**src/hdl/bmfa_pkg.sv**
```systemverilog
// Shared constants, codes and types of the first-fit bitmap allocator.
`timescale 1ns / 1ps
package bmfa_pkg;

    localparam int MAP_BITS       = 1024;
    localparam int WORD_BITS      = 32;
    localparam int NWORDS         = (MAP_BITS + WORD_BITS - 1) / WORD_BITS;
    localparam int STEP_BITS      = 8;
    localparam int STEPS_PER_WORD = WORD_BITS / STEP_BITS;

    localparam int CMD_W  = 2;
    localparam int IDX_W  = 10;
    localparam int CNT_W  = 11;
    localparam int STAT_W = 2;
    localparam int BIT_W  = $clog2(WORD_BITS);
    localparam int ADDR_W = $clog2(NWORDS);
    localparam int SUB_W  = $clog2(STEPS_PER_WORD);

    localparam logic [CMD_W-1:0] CMD_SET        = 2'd0;
    localparam logic [CMD_W-1:0] CMD_CLEAR      = 2'd1;
    localparam logic [CMD_W-1:0] CMD_FIND_FIRST = 2'd2;
    localparam logic [CMD_W-1:0] CMD_FIND_RUN   = 2'd3;

    localparam logic [STAT_W-1:0] ST_OK        = 2'd0;
    localparam logic [STAT_W-1:0] ST_NOT_SET   = 2'd1;
    localparam logic [STAT_W-1:0] ST_RANGE     = 2'd2;
    localparam logic [STAT_W-1:0] ST_NOT_FOUND = 2'd3;

    typedef struct packed {
        logic             done;
        logic             found;
        logic [CNT_W-1:0] run;
        logic [IDX_W-1:0] first;
    } t_step;

endpackage

```
**src/hdl/bmfa_in_if.sv**
```systemverilog
// Command channel of the allocator.
`timescale 1ns / 1ps
interface bmfa_in_if;
    import bmfa_pkg::*;
    logic             valid;
    logic             ready;
    logic [CMD_W-1:0] command;
    logic [IDX_W-1:0] bit_index;
    logic [CNT_W-1:0] run_length;

    modport source (output valid, command, bit_index, run_length, input ready);
    modport sink   (input valid, command, bit_index, run_length, output ready);
endinterface

```
**src/hdl/bmfa_out_if.sv**
```systemverilog
// Result channel of the allocator.
`timescale 1ns / 1ps
interface bmfa_out_if;
    import bmfa_pkg::*;
    logic              valid;
    logic              ready;
    logic [STAT_W-1:0] status;
    logic [IDX_W-1:0]  found_index;
    logic [CNT_W-1:0]  used_count;

    modport source (output valid, status, found_index, used_count, input ready);
    modport sink   (input valid, status, found_index, used_count, output ready);
endinterface

```
**src/hdl/bmfa_cfg_if.sv**
```systemverilog
// Write channel of the map size register.
`timescale 1ns / 1ps
interface bmfa_cfg_if;
    import bmfa_pkg::*;
    logic             valid;
    logic             ready;
    logic [CNT_W-1:0] data;

    modport source (output valid, data, input ready);
    modport sink   (input valid, data, output ready);
endinterface

```
**src/hdl/bmfa_step.sv**
```systemverilog
// Run search unit: advances the free-run tracker over one slice of the bitmap.
`timescale 1ns / 1ps
module bmfa_step (
    input  logic [bmfa_pkg::STEP_BITS-1:0] i_bits,
    input  logic [bmfa_pkg::CNT_W-1:0]     i_pos,
    input  logic [bmfa_pkg::CNT_W-1:0]     i_run,
    input  logic [bmfa_pkg::IDX_W-1:0]     i_first,
    input  logic [bmfa_pkg::CNT_W-1:0]     i_len,
    input  logic [bmfa_pkg::CNT_W-1:0]     i_lim,
    output bmfa_pkg::t_step                o_res
);
    import bmfa_pkg::*;

    always_comb begin
        logic [CNT_W:0] p;
        o_res.done  = 1'b0;
        o_res.found = 1'b0;
        o_res.run   = i_run;
        o_res.first = i_first;
        for (int k = 0; k < STEP_BITS; k++) begin
            p = {1'b0, i_pos} + (CNT_W+1)'(k);
            if (!o_res.done) begin
                if (p >= {1'b0, i_lim}) begin
                    // past the bound: the search ends empty
                    o_res.done = 1'b1;
                end else if (i_bits[k]) begin
                    o_res.run = '0;
                end else begin
                    if (o_res.run == '0) begin
                        o_res.first = p[IDX_W-1:0];
                    end
                    o_res.run = o_res.run + CNT_W'(1);
                    if (o_res.run >= i_len) begin
                        o_res.done  = 1'b1;
                        o_res.found = 1'b1;
                    end
                end
            end
        end
    end

endmodule

```
**src/hdl/bitmap_first_fit_allocator.sv**
```systemverilog
// Top level of the first-fit bitmap allocator.
//
// Commands arrive on i_cmd (valid/ready); each gives exactly one result on
// o_res. i_cfg writes map_size (always ready); write it only while idle.
// Set and clear read the occupancy word, modify it and write it back,
// going through the read and execute states to the done state. A set or
// clear whose index is out of range skips the memory and goes to done.
// Searches walk the store word by word and each word in 8-bit slices through
// one run search unit, one slice per cycle, with the next word prefetched
// from the word memory while the current one is scanned. A search ends at
// the slice where the run is found or the bound is met; the longest one
// scans every word and meets the bound past the last one.
// i_cmd.ready is high only while the sequencer is idle; one command at a time.
// The result register holds a finished result while o_res is stalled, and a
// new command may be accepted meanwhile; the sequencer then waits in its done
// state until the result register frees up.
// Reset (synchronous, active low) clears the word valid flags, which makes
// the whole bitmap read as free, zeroes the used count and sets map_size to
// 1024. No clearing pass is needed.
`timescale 1ns / 1ps
module bitmap_first_fit_allocator (
    input  logic       i_clk,
    input  logic       i_rst_n,
    bmfa_cfg_if.sink   i_cfg,
    bmfa_in_if.sink    i_cmd,
    bmfa_out_if.source o_res
);
    import bmfa_pkg::*;

    localparam logic [2:0] S_IDLE = 3'd0;
    localparam logic [2:0] S_RD   = 3'd1;
    localparam logic [2:0] S_EXEC = 3'd2;
    localparam logic [2:0] S_SCAN = 3'd3;
    localparam logic [2:0] S_DONE = 3'd4;

    logic [2:0]           r_state;
    logic [CNT_W-1:0]     r_map_size;
    logic [CMD_W-1:0]     r_cmd;
    logic [IDX_W-1:0]     r_idx;
    logic [CNT_W-1:0]     r_len;
    logic [CNT_W-1:0]     r_lim;
    logic [ADDR_W-1:0]    r_waddr;
    logic [WORD_BITS-1:0] r_mem [NWORDS];
    logic [NWORDS-1:0]    r_wvld;
    logic [WORD_BITS-1:0] r_rd_data;
    logic                 r_rd_vld;
    logic [WORD_BITS-1:0] r_word;
    logic [SUB_W-1:0]     r_sub;
    logic [CNT_W-1:0]     r_pos;
    logic [CNT_W-1:0]     r_run;
    logic [IDX_W-1:0]     r_first;
    logic [CNT_W-1:0]     r_cnt;
    logic [STAT_W-1:0]    r_status;
    logic [IDX_W-1:0]     r_found;
    logic                 r_out_valid;
    logic [STAT_W-1:0]    r_out_status;
    logic [IDX_W-1:0]     r_out_found;
    logic [CNT_W-1:0]     r_out_count;

    logic                 in_acc;
    logic                 out_load;
    logic [WORD_BITS-1:0] cur_word;
    logic [WORD_BITS-1:0] bit_mask;
    logic                 bit_used;
    logic                 mem_we;
    logic [WORD_BITS-1:0] n_word;
    logic [CNT_W-1:0]     n_cnt;
    logic [STAT_W-1:0]    n_status;
    logic [CNT_W-1:0]     n_lim;
    t_step                step;

    assign i_cfg.ready = 1'b1;
    assign i_cmd.ready = (r_state == S_IDLE);
    assign in_acc      = i_cmd.valid && i_cmd.ready;
    assign out_load    = (r_state == S_DONE) && (!r_out_valid || o_res.ready);

    assign o_res.valid       = r_out_valid;
    assign o_res.status      = r_out_status;
    assign o_res.found_index = r_out_found;
    assign o_res.used_count  = r_out_count;

    assign n_lim = (r_map_size > CNT_W'(MAP_BITS)) ? CNT_W'(MAP_BITS) : r_map_size;

    // words never written read as free
    assign cur_word = r_rd_vld ? r_rd_data : '0;
    assign bit_mask = WORD_BITS'(1) << r_idx[BIT_W-1:0];
    assign bit_used = (cur_word & bit_mask) != '0;

    always_comb begin
        n_word   = cur_word;
        n_cnt    = r_cnt;
        n_status = ST_OK;
        mem_we   = 1'b0;
        if (r_cmd == CMD_SET) begin
            if (!bit_used) begin
                n_word = cur_word | bit_mask;
                n_cnt  = r_cnt + CNT_W'(1);
                mem_we = 1'b1;
            end
        end else if (bit_used) begin
            n_word = cur_word & ~bit_mask;
            n_cnt  = r_cnt - CNT_W'(1);
            mem_we = 1'b1;
        end else begin
            n_status = ST_NOT_SET;
        end
    end

    bmfa_step u_step (
        .i_bits  (r_word[STEP_BITS-1:0]),
        .i_pos   (r_pos),
        .i_run   (r_run),
        .i_first (r_first),
        .i_len   (r_len),
        .i_lim   (r_lim),
        .o_res   (step)
    );

    // word memory: one write and one registered read per cycle
    always_ff @(posedge i_clk) begin
        if ((r_state == S_EXEC) && (r_cmd == CMD_SET || r_cmd == CMD_CLEAR) && mem_we) begin
            r_mem[r_waddr] <= n_word;
        end
        r_rd_data <= r_mem[r_waddr];
    end

    always_ff @(posedge i_clk) begin
        if (!i_rst_n) begin
            r_wvld   <= '0;
            r_rd_vld <= 1'b0;
        end else begin
            r_rd_vld <= r_wvld[r_waddr];
            if ((r_state == S_EXEC) && (r_cmd == CMD_SET || r_cmd == CMD_CLEAR) && mem_we) begin
                r_wvld[r_waddr] <= 1'b1;
            end
        end
    end

    always_ff @(posedge i_clk) begin
        if (!i_rst_n) begin
            r_map_size <= CNT_W'(MAP_BITS);
        end else if (i_cfg.valid && i_cfg.ready) begin
            r_map_size <= i_cfg.data;
        end
    end

    always_ff @(posedge i_clk) begin
        if (!i_rst_n) begin
            r_state <= S_IDLE;
            r_cnt   <= '0;
        end else begin
            case (r_state)
                S_IDLE: begin
                    if (in_acc) begin
                        r_cmd   <= i_cmd.command;
                        r_idx   <= i_cmd.bit_index;
                        r_lim   <= n_lim;
                        r_len   <= (i_cmd.command == CMD_FIND_FIRST || i_cmd.run_length == '0)
                                   ? CNT_W'(1) : i_cmd.run_length;
                        r_pos   <= '0;
                        r_run   <= '0;
                        r_first <= '0;
                        r_sub   <= '0;
                        r_found <= '0;
                        if (i_cmd.command == CMD_SET || i_cmd.command == CMD_CLEAR) begin
                            r_waddr <= i_cmd.bit_index[IDX_W-1:BIT_W];
                            if ({1'b0, i_cmd.bit_index} >= n_lim) begin
                                r_status <= ST_RANGE;
                                r_state  <= S_DONE;
                            end else begin
                                r_state <= S_RD;
                            end
                        end else begin
                            r_waddr <= '0;
                            r_state <= S_RD;
                        end
                    end
                end
                S_RD: begin
                    r_state <= S_EXEC;
                end
                S_EXEC: begin
                    if (r_cmd == CMD_SET || r_cmd == CMD_CLEAR) begin
                        r_cnt    <= n_cnt;
                        r_status <= n_status;
                        r_state  <= S_DONE;
                    end else begin
                        // load the word and prefetch the next one
                        r_word  <= cur_word;
                        r_waddr <= r_waddr + ADDR_W'(1);
                        r_state <= S_SCAN;
                    end
                end
                S_SCAN: begin
                    r_run   <= step.run;
                    r_first <= step.first;
                    r_pos   <= r_pos + CNT_W'(STEP_BITS);
                    r_word  <= r_word >> STEP_BITS;
                    if (step.done) begin
                        r_status <= step.found ? ST_OK : ST_NOT_FOUND;
                        r_found  <= step.found ? step.first : '0;
                        r_state  <= S_DONE;
                    end else if (r_sub == SUB_W'(STEPS_PER_WORD - 1)) begin
                        r_word  <= cur_word;
                        r_waddr <= r_waddr + ADDR_W'(1);
                        r_sub   <= '0;
                    end else begin
                        r_sub <= r_sub + SUB_W'(1);
                    end
                end
                S_DONE: begin
                    if (out_load) begin
                        r_state <= S_IDLE;
                    end
                end
                default: begin
                    r_state <= S_IDLE;
                end
            endcase
        end
    end

    // result register: hold while the receiver stalls
    always_ff @(posedge i_clk) begin
        if (!i_rst_n) begin
            r_out_valid <= 1'b0;
        end else if (out_load) begin
            r_out_valid <= 1'b1;
        end else if (o_res.ready) begin
            r_out_valid <= 1'b0;
        end
    end

    always_ff @(posedge i_clk) begin
        if (out_load) begin
            r_out_status <= r_status;
            r_out_found  <= r_found;
            r_out_count  <= r_cnt;
        end
    end

    a_cnt_bound: assert property (@(posedge i_clk) disable iff (!i_rst_n)
        r_cnt <= CNT_W'(MAP_BITS))
        else $error("used count above map capacity");

    a_busy_after_accept: assert property (@(posedge i_clk) disable iff (!i_rst_n)
        in_acc |=> !i_cmd.ready)
        else $error("command accepted while sequencer busy");

    a_found_zero: assert property (@(posedge i_clk) disable iff (!i_rst_n)
        o_res.valid && o_res.status != ST_OK |-> o_res.found_index == '0)
        else $error("found index set on a failed command");

    a_set_status: assert property (@(posedge i_clk) disable iff (!i_rst_n)
        (r_state == S_EXEC) && (r_cmd == CMD_SET) |=> r_status == ST_OK)
        else $error("set produced an error status");

endmodule
```
**src/flat_wrapper.sv**
```systemverilog
// flat-port wrapper written by rule: the top's interface ports become plain ports
module bitmap_first_fit_allocator_flat import bmfa_pkg::*;
  (i_clk, i_rst_n, i_cfg_valid, i_cfg_data, i_cfg_ready, i_cmd_valid, i_cmd_command, i_cmd_bit_index, i_cmd_run_length, i_cmd_ready, o_res_valid, o_res_status, o_res_found_index, o_res_used_count, o_res_ready);
  bmfa_cfg_if i_cfg_i ();
  bmfa_in_if i_cmd_i ();
  bmfa_out_if o_res_i ();
  input  logic i_clk;
  input  logic i_rst_n;
  input wire logic [$bits(i_cfg_i.valid)-1:0] i_cfg_valid;
  input wire logic [$bits(i_cfg_i.data)-1:0] i_cfg_data;
  output wire logic [$bits(i_cfg_i.ready)-1:0] i_cfg_ready;
  input wire logic [$bits(i_cmd_i.valid)-1:0] i_cmd_valid;
  input wire logic [$bits(i_cmd_i.command)-1:0] i_cmd_command;
  input wire logic [$bits(i_cmd_i.bit_index)-1:0] i_cmd_bit_index;
  input wire logic [$bits(i_cmd_i.run_length)-1:0] i_cmd_run_length;
  output wire logic [$bits(i_cmd_i.ready)-1:0] i_cmd_ready;
  output wire logic [$bits(o_res_i.valid)-1:0] o_res_valid;
  output wire logic [$bits(o_res_i.status)-1:0] o_res_status;
  output wire logic [$bits(o_res_i.found_index)-1:0] o_res_found_index;
  output wire logic [$bits(o_res_i.used_count)-1:0] o_res_used_count;
  input wire logic [$bits(o_res_i.ready)-1:0] o_res_ready;
  assign i_cfg_i.valid = i_cfg_valid;
  assign i_cfg_i.data = i_cfg_data;
  assign i_cfg_ready = i_cfg_i.ready;
  assign i_cmd_i.valid = i_cmd_valid;
  assign i_cmd_i.command = i_cmd_command;
  assign i_cmd_i.bit_index = i_cmd_bit_index;
  assign i_cmd_i.run_length = i_cmd_run_length;
  assign i_cmd_ready = i_cmd_i.ready;
  assign o_res_valid = o_res_i.valid;
  assign o_res_status = o_res_i.status;
  assign o_res_found_index = o_res_i.found_index;
  assign o_res_used_count = o_res_i.used_count;
  assign o_res_i.ready = o_res_ready;
  bitmap_first_fit_allocator u_core (.i_clk(i_clk), .i_rst_n(i_rst_n), .i_cfg(i_cfg_i), .i_cmd(i_cmd_i), .o_res(o_res_i));
endmodule
```
**config.mk**
```make
export PLATFORM = sky130hd
export DESIGN_NAME = bitmap_first_fit_allocator_flat
export DESIGN_NICKNAME = d
export VERILOG_FILES = /design/src/hdl/bmfa_pkg.sv /design/src/hdl/bmfa_in_if.sv /design/src/hdl/bmfa_out_if.sv /design/src/hdl/bmfa_cfg_if.sv /design/src/hdl/bmfa_step.sv /design/src/hdl/bitmap_first_fit_allocator.sv /design/src/flat_wrapper.sv
export SDC_FILE = /design/constraint.sdc
export NUM_CORES = 2
export LEC_CHECK = 0
export BUFFER_PORTS_ARGS = -buffer_cell sky130_fd_sc_hd__buf_2
export CORE_MARGIN = 10
export CORE_UTILIZATION = 50
export DETAILED_ROUTE_END_ITERATION = 8
export PLACE_DENSITY = 0.65
export RECOVER_POWER = 100
export SLEW_MARGIN = 10
export SYNTH_ARGS = -nofsm -noshare
export SYNTH_HDL_FRONTEND = slang
export SYNTH_SLANG_ARGS = --single-unit
```
**constraint.sdc**
```tcl
create_clock -name i_clk -period 25.8 [get_ports i_clk]
set_input_delay 0 -clock i_clk [delete_from_list [all_inputs] [get_ports i_clk]]
set_output_delay 0 -clock i_clk [all_outputs]
set_load 0.01 [all_outputs]
```
==> results.ini <==
[yosys]
synth.net_count=3757
synth-main-ff-cell=edfxtp_1
synth_cells=3585
synthTopCellsByCount=edfxtp_1 (1,156), nor2_1 (290), mux4_2 (264)
synth-edff-count=1156
synthTopCellsByArea=edfxtp_1 (62%), mux4_2 (11%), dfxtp_1 (3.3%)
yosysWarningCount=0
yosys.area.top_type=edfxtp_1
yosysMostFrequentCell=edfxtp_1
syn_area_per_cell_um2=15.6
syn_area_um2=55800
yosysUniqueCellTypes=119
ys_seq_elements=1247
synth.top_cell.area_share_pct=62.2
synth_async_sr_flop_share_pct=0
yosysSeqAreaShare_pct=65.4

[run]
cap_violations=80

[layout]
final_cell_area_um2=62200
layout-drive-gt1-share_pct=16.0
syn2layout_area_growth_pct=11.4
layout.nets=3898

[sta]
fin_crit_sh_pct=78.5
fin_crit_ns=20.25
rsz0062_at_grt=false
tns_ns=0
finalMaxSlewViolations=2280
setup_ws_ns=5.55
slew_headroom_pct=-432
worstMarginPinSlew_ns=7.98
timing.fmax_mhz=49.4
hold_ws_ns=0.0913
clock-skew-final_ns=0.0247
hold_viol_final=0
finalSetupViolCount=0

[drt]
vias=34200
drt_pre_antenna_iters=6
viasPerCell=6.42
drt_iter0_markers=4178
drcViolationCount=0
postRouteAntennaNets=0
wl_per_cell_um=29.3
drt_wl_total_mm=156

[setup_path]
worstPathMaxFanout=57
cp-start-kind=register
cp_slowest_cell=nor4_1
cp.required_ns=26.14
critPathMaxStageDelay_ns=1.42
worst_ep_arrival_time_ns=20.59
critPathKind=reg -> reg
setup.worst_path.end_class=register
critPathMostFrequentCell=ha_1
reg2reg_depth=62

[clock_tree]
cts_tree=done
cts_resized=0
clk_pin_slew_worst_paths_ns=0.06
cts_root_buf=clkbuf_16
insertion_delay_ns=0.72
htreeDepth=3
cts.path.max_buffers=3
cts_buffers=121
cts_sinks=1247

[floorplan]
fp.dieArea_um2=125000
rows=122
die_h_um=354
io_pins=65
die_w_um=354
start_util_pct=50.4
coreArea_um2=111000

[global_route]
grt_util_all_layers_pct=24.3
grt_pass1_wl_mm=229
antenna_found_initial=6
grt_overflow_total=0
grt_max_degree=147
grt_pass1_vias=33500

[power_and_ir_drop]
p_per_area_nw_per_um2=77.8
vdd_drop_max_mv=0.0573
p_leak_nw=19.7

[placed_design]
place_area_um2=58500
port_buffers=63
dp_slack_ns=8.37
dp_hpwl_mm=90.4
place_congestion=0.948

[min_path]
min_path_type=in -> reg
hold_depth=2

[status]
violations=capacitance limit, slew limit
outcome=finished, violations left

timing repair:
action	CTS	global route
buffers inserted	0	0
hold endpoints to repair	47	0
hold buffers	51	0
critical path: cells and delay by family (launching register included):
kind	cells	cell delay, ns
AO/OA/AOI/OAI	22	6.68
multiplexers	2	0.55
buffers and inverters	4	1.70
AND/OR/NAND/NOR	23	7.43
flip-flops	1	0.46
adder cells (fa/ha/maj)	7	2.24
XOR/XNOR	4	0.77
logic make-up after synthesis:
kind of cell | Yosys count | share of synthesized area (%)
flip-flops | 1247 | 65.4
AND/OR/NAND/NOR | 923 | 8.35
AO/OA/AOI/OAI | 634 | 8.53
multiplexers | 320 | 11.7
buffers and inverters | 250 | 1.76
adder cells (fa/ha/maj) | 133 | 2.99
XOR/XNOR | 77 | 1.21
other | 1 | 0.00672
path summary, 6_finish.rpt:
path,startpoint,endpoint,slack [ns]
setup / recovery,u_core.r_pos[9]$_SDFFCE_PN0P_,u_core.r_waddr[0]$_DFFE_PP_,5.55
hold / removal,i_cmd_command[0],u_core.r_cmd[0]$_DFFE_PP_,0.09
setup reg to reg,u_core.r_pos[9]$_SDFFCE_PN0P_,u_core.r_waddr[0]$_DFFE_PP_,5.55
hold reg to reg,u_core.r_found[5]$_SDFFCE_PN0P_,u_core.o_res.found_index[5]$_DFFE_PP_,0.42
registers in the layout (all words and copies together), names as in the netlist:
| signal | count |
|---|---|
| u_core.r_cnt | 11 |
| u_core.r_waddr | 5 |
| u_core.o_res.status | 2 |
| u_core.r_word | 32 |
| u_core.o_res.used_count | 11 |
| u_core.r_found | 10 |
| u_core.r_rd_data | 32 |
| u_core.r_run | 11 |
| u_core.o_res.valid | 1 |
| u_core.r_wvld | 32 |
| u_core.r_sub | 2 |
| u_core.r_state | 3 |
| u_core.r_cmd | 2 |
| u_core.r_lim | 11 |
| u_core.o_res.found_index | 10 |
| u_core.r_rd_vld | 1 |
| u_core.r_map_size | 11 |
| u_core.r_mem | 1024 |
| u_core.r_len | 11 |
| u_core.r_idx | 5 |
| u_core.r_status | 2 |
| u_core.r_pos | 8 |
| u_core.r_first | 10 |
area by class of cell:
type                       count  area (um2)
antenna                        1        2.50
tap                         1488        1860
fill                        8708       48600
inverter                      66         248
multi-input combinational   2088       18400
clock inverter                72         648
timing repair buffer         202        1270
clock buffer                 154        3230
sequential                  1247       36500
through the flow:
stage | instances | util, % | power [mW]
2_1_floorplan | 3585 | - | 2.89
5_1_grt | 5317 | 56.2 | 5.02
4_1_cts | 5317 | 56.7 | 4.85
3_3_place_gp | 5040 | 52.8 | 3.13
3_5_place_dp | 5040 | 52.8 | 3.13
6_report | 5318 | 56.2 | 4.84
per-layer routing:
metal  GRT usage (%)  wire [um]  vias up
met3            3.73      12300      330
met5               0         34        -
met1            32.4      60700    17500
li1                -          -    14700
met4            8.15       5560        4
met2            40.8      77100     1602
power by group:
group	internal, mW	switching, mW
combinational	0.340	0.507
sequential	2.22	0.0389
clock	0.984	0.748
cell usage in the layout (no fill, tap or decap), types with 37 or more instances in the layout:
cell	count
clkbuf_16	123
a22oi_1	137
edfxtp_1	1156
xnor2_1	50
nand4_1	65
dfxtp_1	91
a21oi_1	86
clkbuf_1	112
inv_1	64
dlygate4sd3_1	51
a21boi_0	37
mux4_2	264
nand2_1	211
nor2_1	277
nor3_1	44
ha_1	132
nand3_1	64
mux2i_1	44
o21ai_0	81
(Power assumes the default switching activity.)
